==> src/hdl/tbs_pkg.sv <==
// Package for the terminal byte to scan code decoder: codes, types and the
// plain byte decode function. Depends on nothing.
package tbs_pkg;

	// Result queue geometry.
	localparam int QDepth = 4;
	localparam int QAw = $clog2(QDepth);
	localparam int QCw = $clog2(QDepth + 1);
	// Room for the two results that one byte can cause.
	localparam logic [QCw-1:0] QRoomMax = QCw'(QDepth - 2);

	// Byte codes of the terminal stream.
	localparam logic [7:0] ChrEsc     = 8'h1b;
	localparam logic [7:0] ChrLbrack  = 8'h5b;
	localparam logic [7:0] ChrCr      = 8'h0d;
	localparam logic [7:0] ChrLf      = 8'h0a;
	localparam logic [7:0] ChrBs      = 8'h08;
	localparam logic [7:0] ChrTab     = 8'h09;
	localparam logic [7:0] ChrDel     = 8'h7f;
	localparam logic [7:0] ChrSpace   = 8'h20;
	localparam logic [7:0] ChrArrowUp = 8'h41;
	localparam logic [7:0] ChrArrowDn = 8'h42;
	localparam logic [7:0] ChrArrowRt = 8'h43;
	localparam logic [7:0] ChrArrowLt = 8'h44;

	// Set-1 make codes.
	localparam logic [6:0] ScanEsc   = 7'h01;
	localparam logic [6:0] ScanZero  = 7'h0b;
	localparam logic [6:0] ScanBs    = 7'h0e;
	localparam logic [6:0] ScanTab   = 7'h0f;
	localparam logic [6:0] ScanEnter = 7'h1c;
	localparam logic [6:0] ScanSpace = 7'h39;
	localparam logic [6:0] ScanUp    = 7'h48;
	localparam logic [6:0] ScanDown  = 7'h50;
	localparam logic [6:0] ScanRight = 7'h4d;
	localparam logic [6:0] ScanLeft  = 7'h4b;

	// Escape tracker phases.
	typedef enum logic [2:0] {
		PH_IDLE = 3'b001,
		PH_ESC  = 3'b010,
		PH_CSI  = 3'b100
	} phase_t;

	// One key event with its hit flag.
	typedef struct packed {
		logic       hit;
		logic [7:0] ascii;
		logic [6:0] scan;
	} key_t;

	// One queued result.
	typedef struct packed {
		logic [7:0] ascii;
		logic [6:0] scan;
		logic       last;
	} entry_t;

	// Scan code of the letter keys, indexed from a (0) to z (25).
	function automatic logic [6:0] letter_make_code(input logic [4:0] idx);
		logic [6:0] s;
		case (idx)
			5'd0:    s = 7'h1e;
			5'd1:    s = 7'h30;
			5'd2:    s = 7'h2e;
			5'd3:    s = 7'h20;
			5'd4:    s = 7'h12;
			5'd5:    s = 7'h21;
			5'd6:    s = 7'h22;
			5'd7:    s = 7'h23;
			5'd8:    s = 7'h17;
			5'd9:    s = 7'h24;
			5'd10:   s = 7'h25;
			5'd11:   s = 7'h26;
			5'd12:   s = 7'h32;
			5'd13:   s = 7'h31;
			5'd14:   s = 7'h18;
			5'd15:   s = 7'h19;
			5'd16:   s = 7'h10;
			5'd17:   s = 7'h13;
			5'd18:   s = 7'h1f;
			5'd19:   s = 7'h14;
			5'd20:   s = 7'h16;
			5'd21:   s = 7'h2f;
			5'd22:   s = 7'h11;
			5'd23:   s = 7'h2d;
			5'd24:   s = 7'h15;
			5'd25:   s = 7'h2c;
			default: s = 7'h00;
		endcase
		return s;
	endfunction

	// Plain decode of one byte outside any escape sequence.
	function automatic key_t decode_plain(input logic [7:0] b);
		key_t k;
		k.ascii = b;
		k.scan  = 7'h00;
		case (b) inside
			ChrCr, ChrLf: begin
				k.ascii = ChrCr;
				k.scan  = ScanEnter;
			end
			ChrBs, ChrDel: begin
				k.ascii = ChrBs;
				k.scan  = ScanBs;
			end
			ChrTab:   k.scan = ScanTab;
			ChrEsc:   k.scan = ScanEsc;
			// Control letters and both letter cases share the low five bits.
			[8'h01:8'h1a], [8'h41:8'h5a], [8'h61:8'h7a]:
				k.scan = letter_make_code(b[4:0] - 5'd1);
			[8'h31:8'h39]: k.scan = {3'b000, b[3:0]} + 7'd1;
			8'h30:    k.scan = ScanZero;
			ChrSpace: k.scan = ScanSpace;
			// Shifted digits sit on the digit keys.
			8'h21:    k.scan = 7'h02;
			8'h40:    k.scan = 7'h03;
			8'h23:    k.scan = 7'h04;
			8'h24:    k.scan = 7'h05;
			8'h25:    k.scan = 7'h06;
			8'h5e:    k.scan = 7'h07;
			8'h26:    k.scan = 7'h08;
			8'h2a:    k.scan = 7'h09;
			8'h28:    k.scan = 7'h0a;
			8'h29:    k.scan = ScanZero;
			// Punctuation, plain and shifted on the same key.
			8'h2d, 8'h5f: k.scan = 7'h0c;
			8'h3d, 8'h2b: k.scan = 7'h0d;
			8'h5b, 8'h7b: k.scan = 7'h1a;
			8'h5d, 8'h7d: k.scan = 7'h1b;
			8'h3b, 8'h3a: k.scan = 7'h27;
			8'h27, 8'h22: k.scan = 7'h28;
			8'h60, 8'h7e: k.scan = 7'h29;
			8'h5c, 8'h7c: k.scan = 7'h2b;
			8'h2c, 8'h3c: k.scan = 7'h33;
			8'h2e, 8'h3e: k.scan = 7'h34;
			8'h2f, 8'h3f: k.scan = 7'h35;
			default:  k.scan = 7'h00;
		endcase
		k.hit = (k.scan != 7'h00);
		return k;
	endfunction

endpackage

==> src/hdl/terminal_byte_to_scancode.sv <==
// Top level of the terminal byte to PC scan code decoder.
// Depends on tbs_pkg for codes, types and the plain decode function.

// One terminal byte is taken per clock cycle while in_stall is low. A byte
// waits in the input register, where it is decoded together with the escape
// phase, until the queue has room, and its zero, one or two key events are
// then written into a four-entry result queue, whose head drives the result
// channel.
// Each result leaves the queue in a cycle of its own, so a byte that gives
// two key events (ESC followed by another key) leaves as two results.
// in_stall rises only when the queue has less than two free entries with a
// byte waiting in the input register.
module terminal_byte_to_scancode (
	input  logic       clk,
	input  logic       arst_n,
	input  logic       in_valid,
	output logic       in_stall,
	input  logic [7:0] in_byte,
	output logic       out_valid,
	input  logic       out_stall,
	output logic [7:0] key_ascii,
	output logic [6:0] key_scan,
	output logic       last_of_run
);

	logic                      valid_s1;
	logic [7:0]                byte_s1;
	tbs_pkg::phase_t           phase_q;
	tbs_pkg::phase_t           phase_d;
	tbs_pkg::entry_t           queue_q [tbs_pkg::QDepth];
	logic [tbs_pkg::QAw-1:0]   wr_ptr_q;
	logic [tbs_pkg::QAw-1:0]   rd_ptr_q;
	logic [tbs_pkg::QCw-1:0]   count_q;
	logic                      drain;
	logic                      pop;
	logic [1:0]                n_push;
	tbs_pkg::key_t             plain;
	tbs_pkg::entry_t           res0;
	tbs_pkg::entry_t           res1;
	tbs_pkg::entry_t           head;

	// The input register drains once the queue has room for two results.
	assign drain    = valid_s1 && (count_q <= tbs_pkg::QRoomMax);
	assign in_stall = valid_s1 && !drain;

	always_ff @(posedge clk or negedge arst_n) begin
		if (!arst_n) begin
			valid_s1 <= 1'b0;
		end else if (!in_stall) begin
			valid_s1 <= in_valid;
		end
	end

	always_ff @(posedge clk) begin
		if (in_valid && !in_stall) begin
			byte_s1 <= in_byte;
		end
	end

	// Decode of the registered byte against the escape phase.
	always_comb begin
		plain   = tbs_pkg::decode_plain(byte_s1);
		phase_d = phase_q;
		n_push  = 2'd0;
		res0    = '{ascii: tbs_pkg::ChrEsc, scan: tbs_pkg::ScanEsc, last: 1'b1};
		res1    = '{ascii: plain.ascii, scan: plain.scan, last: 1'b1};
		case (phase_q)
			tbs_pkg::PH_IDLE: begin
				if (byte_s1 == tbs_pkg::ChrEsc) begin
					phase_d = tbs_pkg::PH_ESC;
				end else if (plain.hit) begin
					res0   = '{ascii: plain.ascii, scan: plain.scan, last: 1'b1};
					n_push = 2'd1;
				end
			end
			tbs_pkg::PH_ESC: begin
				if (byte_s1 == tbs_pkg::ChrLbrack) begin
					phase_d = tbs_pkg::PH_CSI;
				end else begin
					phase_d = tbs_pkg::PH_IDLE;
					// A pending ESC goes out first; a second ESC adds nothing.
					if (byte_s1 != tbs_pkg::ChrEsc && plain.hit) begin
						res0.last = 1'b0;
						n_push    = 2'd2;
					end else begin
						n_push = 2'd1;
					end
				end
			end
			tbs_pkg::PH_CSI: begin
				phase_d    = tbs_pkg::PH_IDLE;
				res0.ascii = 8'h00;
				n_push     = 2'd1;
				case (byte_s1)
					tbs_pkg::ChrArrowUp: res0.scan = tbs_pkg::ScanUp;
					tbs_pkg::ChrArrowDn: res0.scan = tbs_pkg::ScanDown;
					tbs_pkg::ChrArrowRt: res0.scan = tbs_pkg::ScanRight;
					tbs_pkg::ChrArrowLt: res0.scan = tbs_pkg::ScanLeft;
					default:             n_push    = 2'd0;
				endcase
			end
			default: begin
				phase_d = tbs_pkg::PH_IDLE;
			end
		endcase
	end

	// Escape phase advances with each byte taken from the input register.
	always_ff @(posedge clk or negedge arst_n) begin
		if (!arst_n) begin
			phase_q <= tbs_pkg::PH_IDLE;
		end else if (drain) begin
			phase_q <= phase_d;
		end
	end

	// Result queue storage.
	always_ff @(posedge clk) begin
		if (drain && n_push != 2'd0) begin
			queue_q[wr_ptr_q] <= res0;
		end
		if (drain && n_push == 2'd2) begin
			queue_q[wr_ptr_q + tbs_pkg::QAw'(1)] <= res1;
		end
	end

	assign pop = out_valid && !out_stall;

	// Queue pointers and fill count.
	always_ff @(posedge clk or negedge arst_n) begin
		if (!arst_n) begin
			wr_ptr_q <= '0;
			rd_ptr_q <= '0;
			count_q  <= '0;
		end else begin
			if (drain) begin
				wr_ptr_q <= wr_ptr_q + tbs_pkg::QAw'(n_push);
			end
			if (pop) begin
				rd_ptr_q <= rd_ptr_q + tbs_pkg::QAw'(1);
			end
			count_q <= count_q + (drain ? tbs_pkg::QCw'(n_push) : '0)
				- tbs_pkg::QCw'(pop);
		end
	end

	// Head of the queue drives the result channel.
	assign head        = queue_q[rd_ptr_q];
	assign out_valid   = (count_q != '0);
	assign key_ascii   = head.ascii;
	assign key_scan    = head.scan;
	assign last_of_run = head.last;

endmodule

==> config.mk <==
export PLATFORM = sky130hd
export DESIGN_NAME = terminal_byte_to_scancode
export DESIGN_NICKNAME = d
export VERILOG_FILES = /design/src/hdl/tbs_pkg.sv /design/src/hdl/terminal_byte_to_scancode.sv
export SDC_FILE = /design/constraint.sdc
export NUM_CORES = 1
export LEC_CHECK = 0
export BUFFER_PORTS_ARGS = -buffer_cell sky130_fd_sc_hd__buf_2
export CAP_MARGIN = 15
export CORE_ASPECT_RATIO = 0.9
export CORE_UTILIZATION = 50
export DETAILED_ROUTE_END_ITERATION = 12
export PLACE_DENSITY = 0.67
export SYNTH_ARGS = -nofsm -noshare
export SYNTH_HDL_FRONTEND = slang
export SYNTH_SLANG_ARGS = --single-unit
==> constraint.sdc <==
create_clock -name clk -period 5 [get_ports clk]
set_input_delay 0 -clock clk [delete_from_list [all_inputs] [get_ports clk]]
set_output_delay 0 -clock clk [all_outputs]
set_load 0.01 [all_outputs]
==> results of run 1 <==
[per-layer routing]
metal  routed length, um  track usage [%]
met5                   0                0
met4                 298             7.79
met3                1530             5.38
met2                7590             44.1
met1                7140             41.3
[final timing paths]
kind | from | cells past startpoint | end
setup / recovery | byte_s1[0]$_DFFE_PP_ | 18 | count_q[2]$_DFF_PN0_
hold / removal | arst_n | 2 | count_q[1]$_DFF_PN0_
setup reg to reg | byte_s1[0]$_DFFE_PP_ | 18 | count_q[2]$_DFF_PN0_
hold reg to reg | queue_q[3][7]$_SDFFE_PP0N_ | 1 | queue_q[3][7]$_SDFFE_PP0N_
min in group clk | in_byte[7] | 2 | byte_s1[7]$_DFFE_PP_
max in group asynchronous | arst_n | 2 | phase_q[0]$_DFFE_PN1P_
[critical path, cell delays in order, from the launching register on]
cell       delay, ps
edfxtp_1         360
buf_4            200
ha_1             500
mux2i_1          140
or4_1            470
a31oi_1          260
o2111ai_1        140
o2111ai_1        150
a41o_1           360
and3_1           330
nand2_1          100
a21oi_1          210
o31ai_2          120
ha_1             310
inv_1             40
ha_1             190
fa_1             380
xnor2_1          200
xnor2_1          160
[per-stage QoR]
stage	instances	power, mW	hold slack [ps]	instance area, um2
after detailed placement	772	2.68	-122	6140
after CTS	799	3.40	49.4	6570
final	800	3.45	66.2	6610
after global routing	800	3.63	121	6610
after global placement	772	2.65	-126	6140
after floorplan	604	2.20	-296	5770
[power by group]
| part | internal, mW | switching, mW | total, mW |
|---|---|---|---|
| Clock | 0.436 | 0.274 | 0.709 |
| Combinational | 0.675 | 1.00 | 1.68 |
| Sequential | 0.936 | 0.129 | 1.07 |
| Total | 2.05 | 1.41 | 3.45 |
[Yosys cell counts, types with 13 or more instances]
cell	number	area share (%)
inv_1	15	0.98
mux4_2	16	6.3
nand2_1	62	4.0
o22ai_1	41	4.5
a21oi_1	29	2.5
nor3_1	16	1.4
nand2b_1	14	1.5
edfxtp_1	64	33
buf_2	17	1.5
nand3_1	14	1.2
clkbuf_1	22	1.4
o21ai_0	15	1.3
o21ai_1	15	1.3
ha_1	13	2.8
nor2_1	54	3.5
[layout make-up]
cell class,count,area (um2)
clock inverters,7,92.6
repair buffers,73,536
fillers,923,4430
well taps,152,190
flip-flops and latches,83,2360
multi-input cells,459,3140
inverters,17,63.8
clock buffers,9,225
[flip-flops by register name, summed over array words and instances (netlist names)]
name	cells
byte_s1	8
count_q	3
phase_q	3
queue_q	64
rd_ptr_q	2
valid_s1	1
wr_ptr_q	2
[what timing repair did]
action / CTS / global route
resized for setup: 0 / 6
hold buffers: 11 / 0
endpoints found under the setup margin: 0 / 1
hold endpoints to repair: 22 / 0
[logic make-up after synthesis]
kind of cell,after synthesis
compound gates,180
xor+xnor,8
fa+ha+maj,14
buf+inv,62
flops,83
mux,24
other cells,1
simple gates,229
==> metrics.md, run 1 <==
| Metric | Value |
|---|---|
| CP max FO | 13 |
| CP endpoint kind | flip-flop |
| Fin. max-slew vios | 0 |
| Syn Inst Count | 601 |
| Required @ worst endpoint | 5250 ps |
| Starting DRT DRC Count | 717 |
| Nets | 669 |
| Max cap viols | 0 |
| CTS Buffer Depth | 2 |
| Place WS | 186 ps |
| Status | finished, final reports clean |
| Congestion Overflow GR | 0 |
| Slew headroom | 26.6% |
| Post-route DRC | 0 |
| CTS Root Buffer Type | clkbuf_16 |
| Critical path class | reg2reg |
| IO buf count | 29 |
| H-tree levels | 3 |
| Critical Path Source Type | flip-flop |
| Largest family of logic cells by synthesized area | compound AO/OA/AOI/OAI gates |
| Adder-cell share of the synthesized area | 3.17% |
| Die extent in x | 115 um |
| CTS tree | done |
| LEAKAGE | 2.41 nW |
| Area Overhead vs Synth | 14.8% |
| Compound-Gate Fraction of Synth Area | 21.3% |
| Sequential fraction of the synthesis area | 41.0% |
| Core area | 11000 um2 |
| CTS buffer count | 9 |
| Max Clk Rate | 212 MHz |
| Vias in the first global route | 4969 |
| Worst clock skew | 10.1 ps |
| Final wirelength | 16600 um |
| Initial Util | 52.1% |
| Clock Latency Late Sink | 350 ps |
| # IOs | 30 |
| Gpl congestion | 1.01 |
| Ys flop type | edfxtp_1 |
| Antenna diodes | 0 |
| TNS Setup | 0 ps |
| Crit path setup slack, layout | 273 ps |
| Layout cells sized above 1 | 18.4% |
| Cell variety after synth | 84 |
| Synth warn | 0 |
| Avg Cell Area, Syn | 9.57 um2 |
| RSZ-0062 raised after global routing | false |
| DPL Wire Length | 12000 um |
| Detail Route Antenna Nets | 0 |
| DR WL/cell | 20.7 um |
| CTS Sinks | 83 |
| Via count | 5234 |
| Critical Path AT | 4980 ps |
| Vert. Die Dim | 104 um |
| Clock Pin Slew Worst Setup and Hold Paths | 70 ps |
| Worst Max-Slew Pin Slew | 1090 ps |
| Fraction of synthesized cell area in xor and xnor cells | 1.22% |
| Simple-Gate Fraction of Synth Area | 20.7% |
| Synth Register Bits | 83 |
| Antenna violations before repair | 0 |
| GRT Overall Usage | 28.7% |
| Ys async rst share | 13.3% |
| Power per cell area | 522 nW/um2 |
| Most frequent cells in the layout | 64 x edfxtp_1, 61 x nand2_1, 54 x nor2_1 |
| Largest net degree at the start of global routing | 25 |
| Vias per cell | 6.54 |
| Most common cell after layout, fill and taps aside | edfxtp_1 |
| Worst R2R Setup Slack | 270 ps |
| Mux share of post-synthesis cell area | 7.68% |
| FP Rows | 36 |
| Final setup vio count | 0 |
| Final Hold Fails | 0 |
| Netlist Area Pre-Place | 5750 um2 |
| Max IR drop VDD | 0.214 mV |
| Pre-antenna DRT Iters | 5 |
| First-pass GRT wire length | 26400 um |
| Total Die Area | 11900 um2 |
| # Post-CTS Setup Buffers | 0 |
| Post-synth EDFFs | 64 |
| Final core occ | 59.9% |
| Final Cycle Share | 94.5% |
| Min Tclk post-route | 4730 ps |
| Hold Crit Class | in2async |
Note: power is estimated with default switching activity, not from simulation.
==> inputs of run 2 (changes only) <==
--- a/config.mk
+++ b/config.mk
@@ -7,10 +7,13 @@
 export LEC_CHECK = 0
 export BUFFER_PORTS_ARGS = -buffer_cell sky130_fd_sc_hd__buf_2
 export CAP_MARGIN = 15
+export CELL_PAD_IN_SITES_DETAIL_PLACEMENT = 1
+export CELL_PAD_IN_SITES_GLOBAL_PLACEMENT = 2
 export CORE_ASPECT_RATIO = 0.9
-export CORE_UTILIZATION = 50
+export CORE_UTILIZATION = 36
 export DETAILED_ROUTE_END_ITERATION = 12
-export PLACE_DENSITY = 0.67
+export PLACE_DENSITY = 0.74
+export REMOVE_ABC_BUFFERS = 1
 export SYNTH_ARGS = -nofsm -noshare
 export SYNTH_HDL_FRONTEND = slang
 export SYNTH_SLANG_ARGS = --single-unit
==> run 2 against run 1 <==
The run now ends with negative hold slack left. Cell count grew 7.9%. Worst hold slack lost 69 ps. Power grew 1.6%. Clock power shrank 5.6%. Core utilization shrank 16 points. Die area grew 38%. Worst setup slack lost 28 ps. Via count grew 0.63%.
==> metrics.md, run 2 (synthesis results as in run 1) <==
| Metric | Value |
|---|---|
| Status | complete, but fails checks |
| Violated checks | negative hold slack |
| Final Cycle Share | 95.1% |
| Vert. Die Dim | 122 um |
| Max reg flops | 64 |
| CP endpoint kind | flip-flop |
| Antenna violations before repair | 1 |
| CTS Sinks | 83 |
| Reg2reg start | byte_s1[0]$_DFFE_PP_ |
| # IOs | 30 |
| DR WL/cell | 23.2 um |
| Initial Util | 37.1% |
| Antenna diodes | 0 |
| Crit path setup slack, layout | 245 ps |
| Hold Crit Class | in2reg |
| CP max FO | 12 |
| Max cap viols | 0 |
| WHS Endpoint | rd_ptr_q[0]$_DFFE_PN0P_ |
| Biggest register | queue_q |
| Most frequent cells in the layout | 64 x edfxtp_1, 62 x nand2_1, 54 x nor2_1 |
| Core area | 15500 um2 |
| Detail Route Antenna Nets | 0 |
| Critical Path AT | 5030 ps |
| WHS Path Cells | 3 |
| Critical Path Source Type | flip-flop |
| Min Hold Slack | -2.57 ps |
| Power per cell area | 520 nW/um2 |
| Die extent in x | 135 um |
| DP Area | 6290 um2 |
| H-tree levels | 3 |
| Worst R2R Setup Slack | 240 ps |
| Max IR drop VDD | 0.297 mV |
| Final core occ | 43.5% |
| IO buf count | 29 |
| Clock Latency Late Sink | 350 ps |
| Slew headroom | 38.1% |
| Final wirelength | 20000 um |
| LEAKAGE | 2.44 nW |
| Post-route DRC | 0 |
| Nets | 682 |
| Overall Power | 3.51 mW |
| Vias in the first global route | 5453 |
| Reg2reg end | count_q[2]$_DFF_PN0_ |
| Fin. max-slew vios | 0 |
| Worst clock skew | 6.33 ps |
| Worst Reg-to-Reg Cells | 19 |
| DPL Wire Length | 14200 um |
| Vias per cell | 6.10 |
| Area Overhead vs Synth | 17.1% |
| Most common cell after layout, fill and taps aside | edfxtp_1 |
| CTS buffer count | 9 |
| Worst Hold Launch | out_stall |
| CTS Root Buffer Type | clkbuf_16 |
| CTS tree | done |
| GRT Overall Usage | 25.5% |
| Congestion Overflow GR | 0 |
| First-pass GRT wire length | 31500 um |
| Min Tclk post-route | 4760 ps |
| Required @ worst endpoint | 5270 ps |
| Gpl congestion | 0.917 |
| Largest regs | queue_q (64), byte_s1 (8) |
| Clock Pin Slew Worst Setup and Hold Paths | 70 ps |
| Final setup vio count | 0 |
| Largest net degree at the start of global routing | 26 |
| Layout cells sized above 1 | 20.4% |
| Final Hold Fails | 1 |
| Starting DRT DRC Count | 505 |
| Via count | 5267 |
| CTS Buffer Depth | 2 |
| Place WS | 145 ps |
| Worst Max-Slew Pin Slew | 929 ps |
| Total Die Area | 16500 um2 |
| Critical path class | reg2reg |
| Fin area | 6740 um2 |
| Max Clk Rate | 210 MHz |
| FP Rows | 43 |
| Pre-antenna DRT Iters | 5 |
==> run 2: how the worst max path moves through the flow <==
stage | end | slack, ps | startpoint | cells past startpoint
after floorplan | count_q[2]$_DFF_PN0_ | 150 | byte_s1[0]$_DFFE_PP_ | 19
after global placement | count_q[2]$_DFF_PN0_ | 230 | byte_s1[0]$_DFFE_PP_ | 18
after detailed placement | count_q[2]$_DFF_PN0_ | 150 | byte_s1[0]$_DFFE_PP_ | 18
after CTS | count_q[2]$_DFF_PN0_ | 100 | byte_s1[0]$_DFFE_PP_ | 18
after global routing | count_q[2]$_DFF_PN0_ | -30 | byte_s1[0]$_DFFE_PP_ | 19
final | count_q[2]$_DFF_PN0_ | 240 | byte_s1[0]$_DFFE_PP_ | 19
==> run 2: stage by stage <==
stage	std cells	hold slack, ps	setup TNS, ps
after floorplan	559	-296	0
after CTS	860	3.37	0
after global placement	834	-116	0
final	863	-2.57	0
after global routing	863	24.6	-26.0
after detailed placement	834	-112	0
==> run 2: metal layers <==
layer / part of all wire (%) / track usage (%)
met4: 1.1 / 5.62
met2: 47 / 40.7
met3: 5.0 / 4.87
met5: 0.040 / 0
met1: 47 / 35.6
==> run 2: layout make-up <==
| cell class | instances | area [um2] |
|---|---|---|
| Fill cell | 1771 | 8760 |
| Clock inverter | 7 | 72.6 |
| Clock buffer | 9 | 225 |
| Inverter | 17 | 63.8 |
| Timing Repair Buffer | 86 | 611 |
| Tap cell | 202 | 253 |
| Multi-Input combinational cell | 459 | 3150 |
| Sequential cell | 83 | 2360 |
==> run 2: repair_timing <==
item                                   in CTS  in global routing
setup endpoints to repair                   0                  3
gates resized for setup                     0                  7
buffers inserted                            0                  3
endpoints found under the hold margin      20                  0
hold buffers                               10                  0
==> run 2: where the power goes <==
| part | switching (mW) | total, mW | internal [mW] | leakage [nW] |
|---|---|---|---|---|
| Combinational | 1.07 | 1.76 | 0.696 | 1.51 |
| Sequential | 0.138 | 1.07 | 0.936 | 0.796 |
| Clock | 0.317 | 0.669 | 0.351 | 0.136 |
| Total | 1.52 | 3.51 | 1.98 | 2.44 |
==> run 2: worst max-delay path: stages (launching register included) <==
cell and delay [ps]:
edfxtp_1 410, buf_4 210, ha_2 290, nor4bb_1 170
a31oi_1 340, o22ai_1 220, or4_1 530, and2_1 160
o211ai_1 180, buf_4 180, and3_1 310, nand2_1 110
a21oi_1 200, o31ai_1 120, ha_1 300, inv_1 40
ha_1 190, fa_1 380, xnor2_1 190, xnor2_1 140
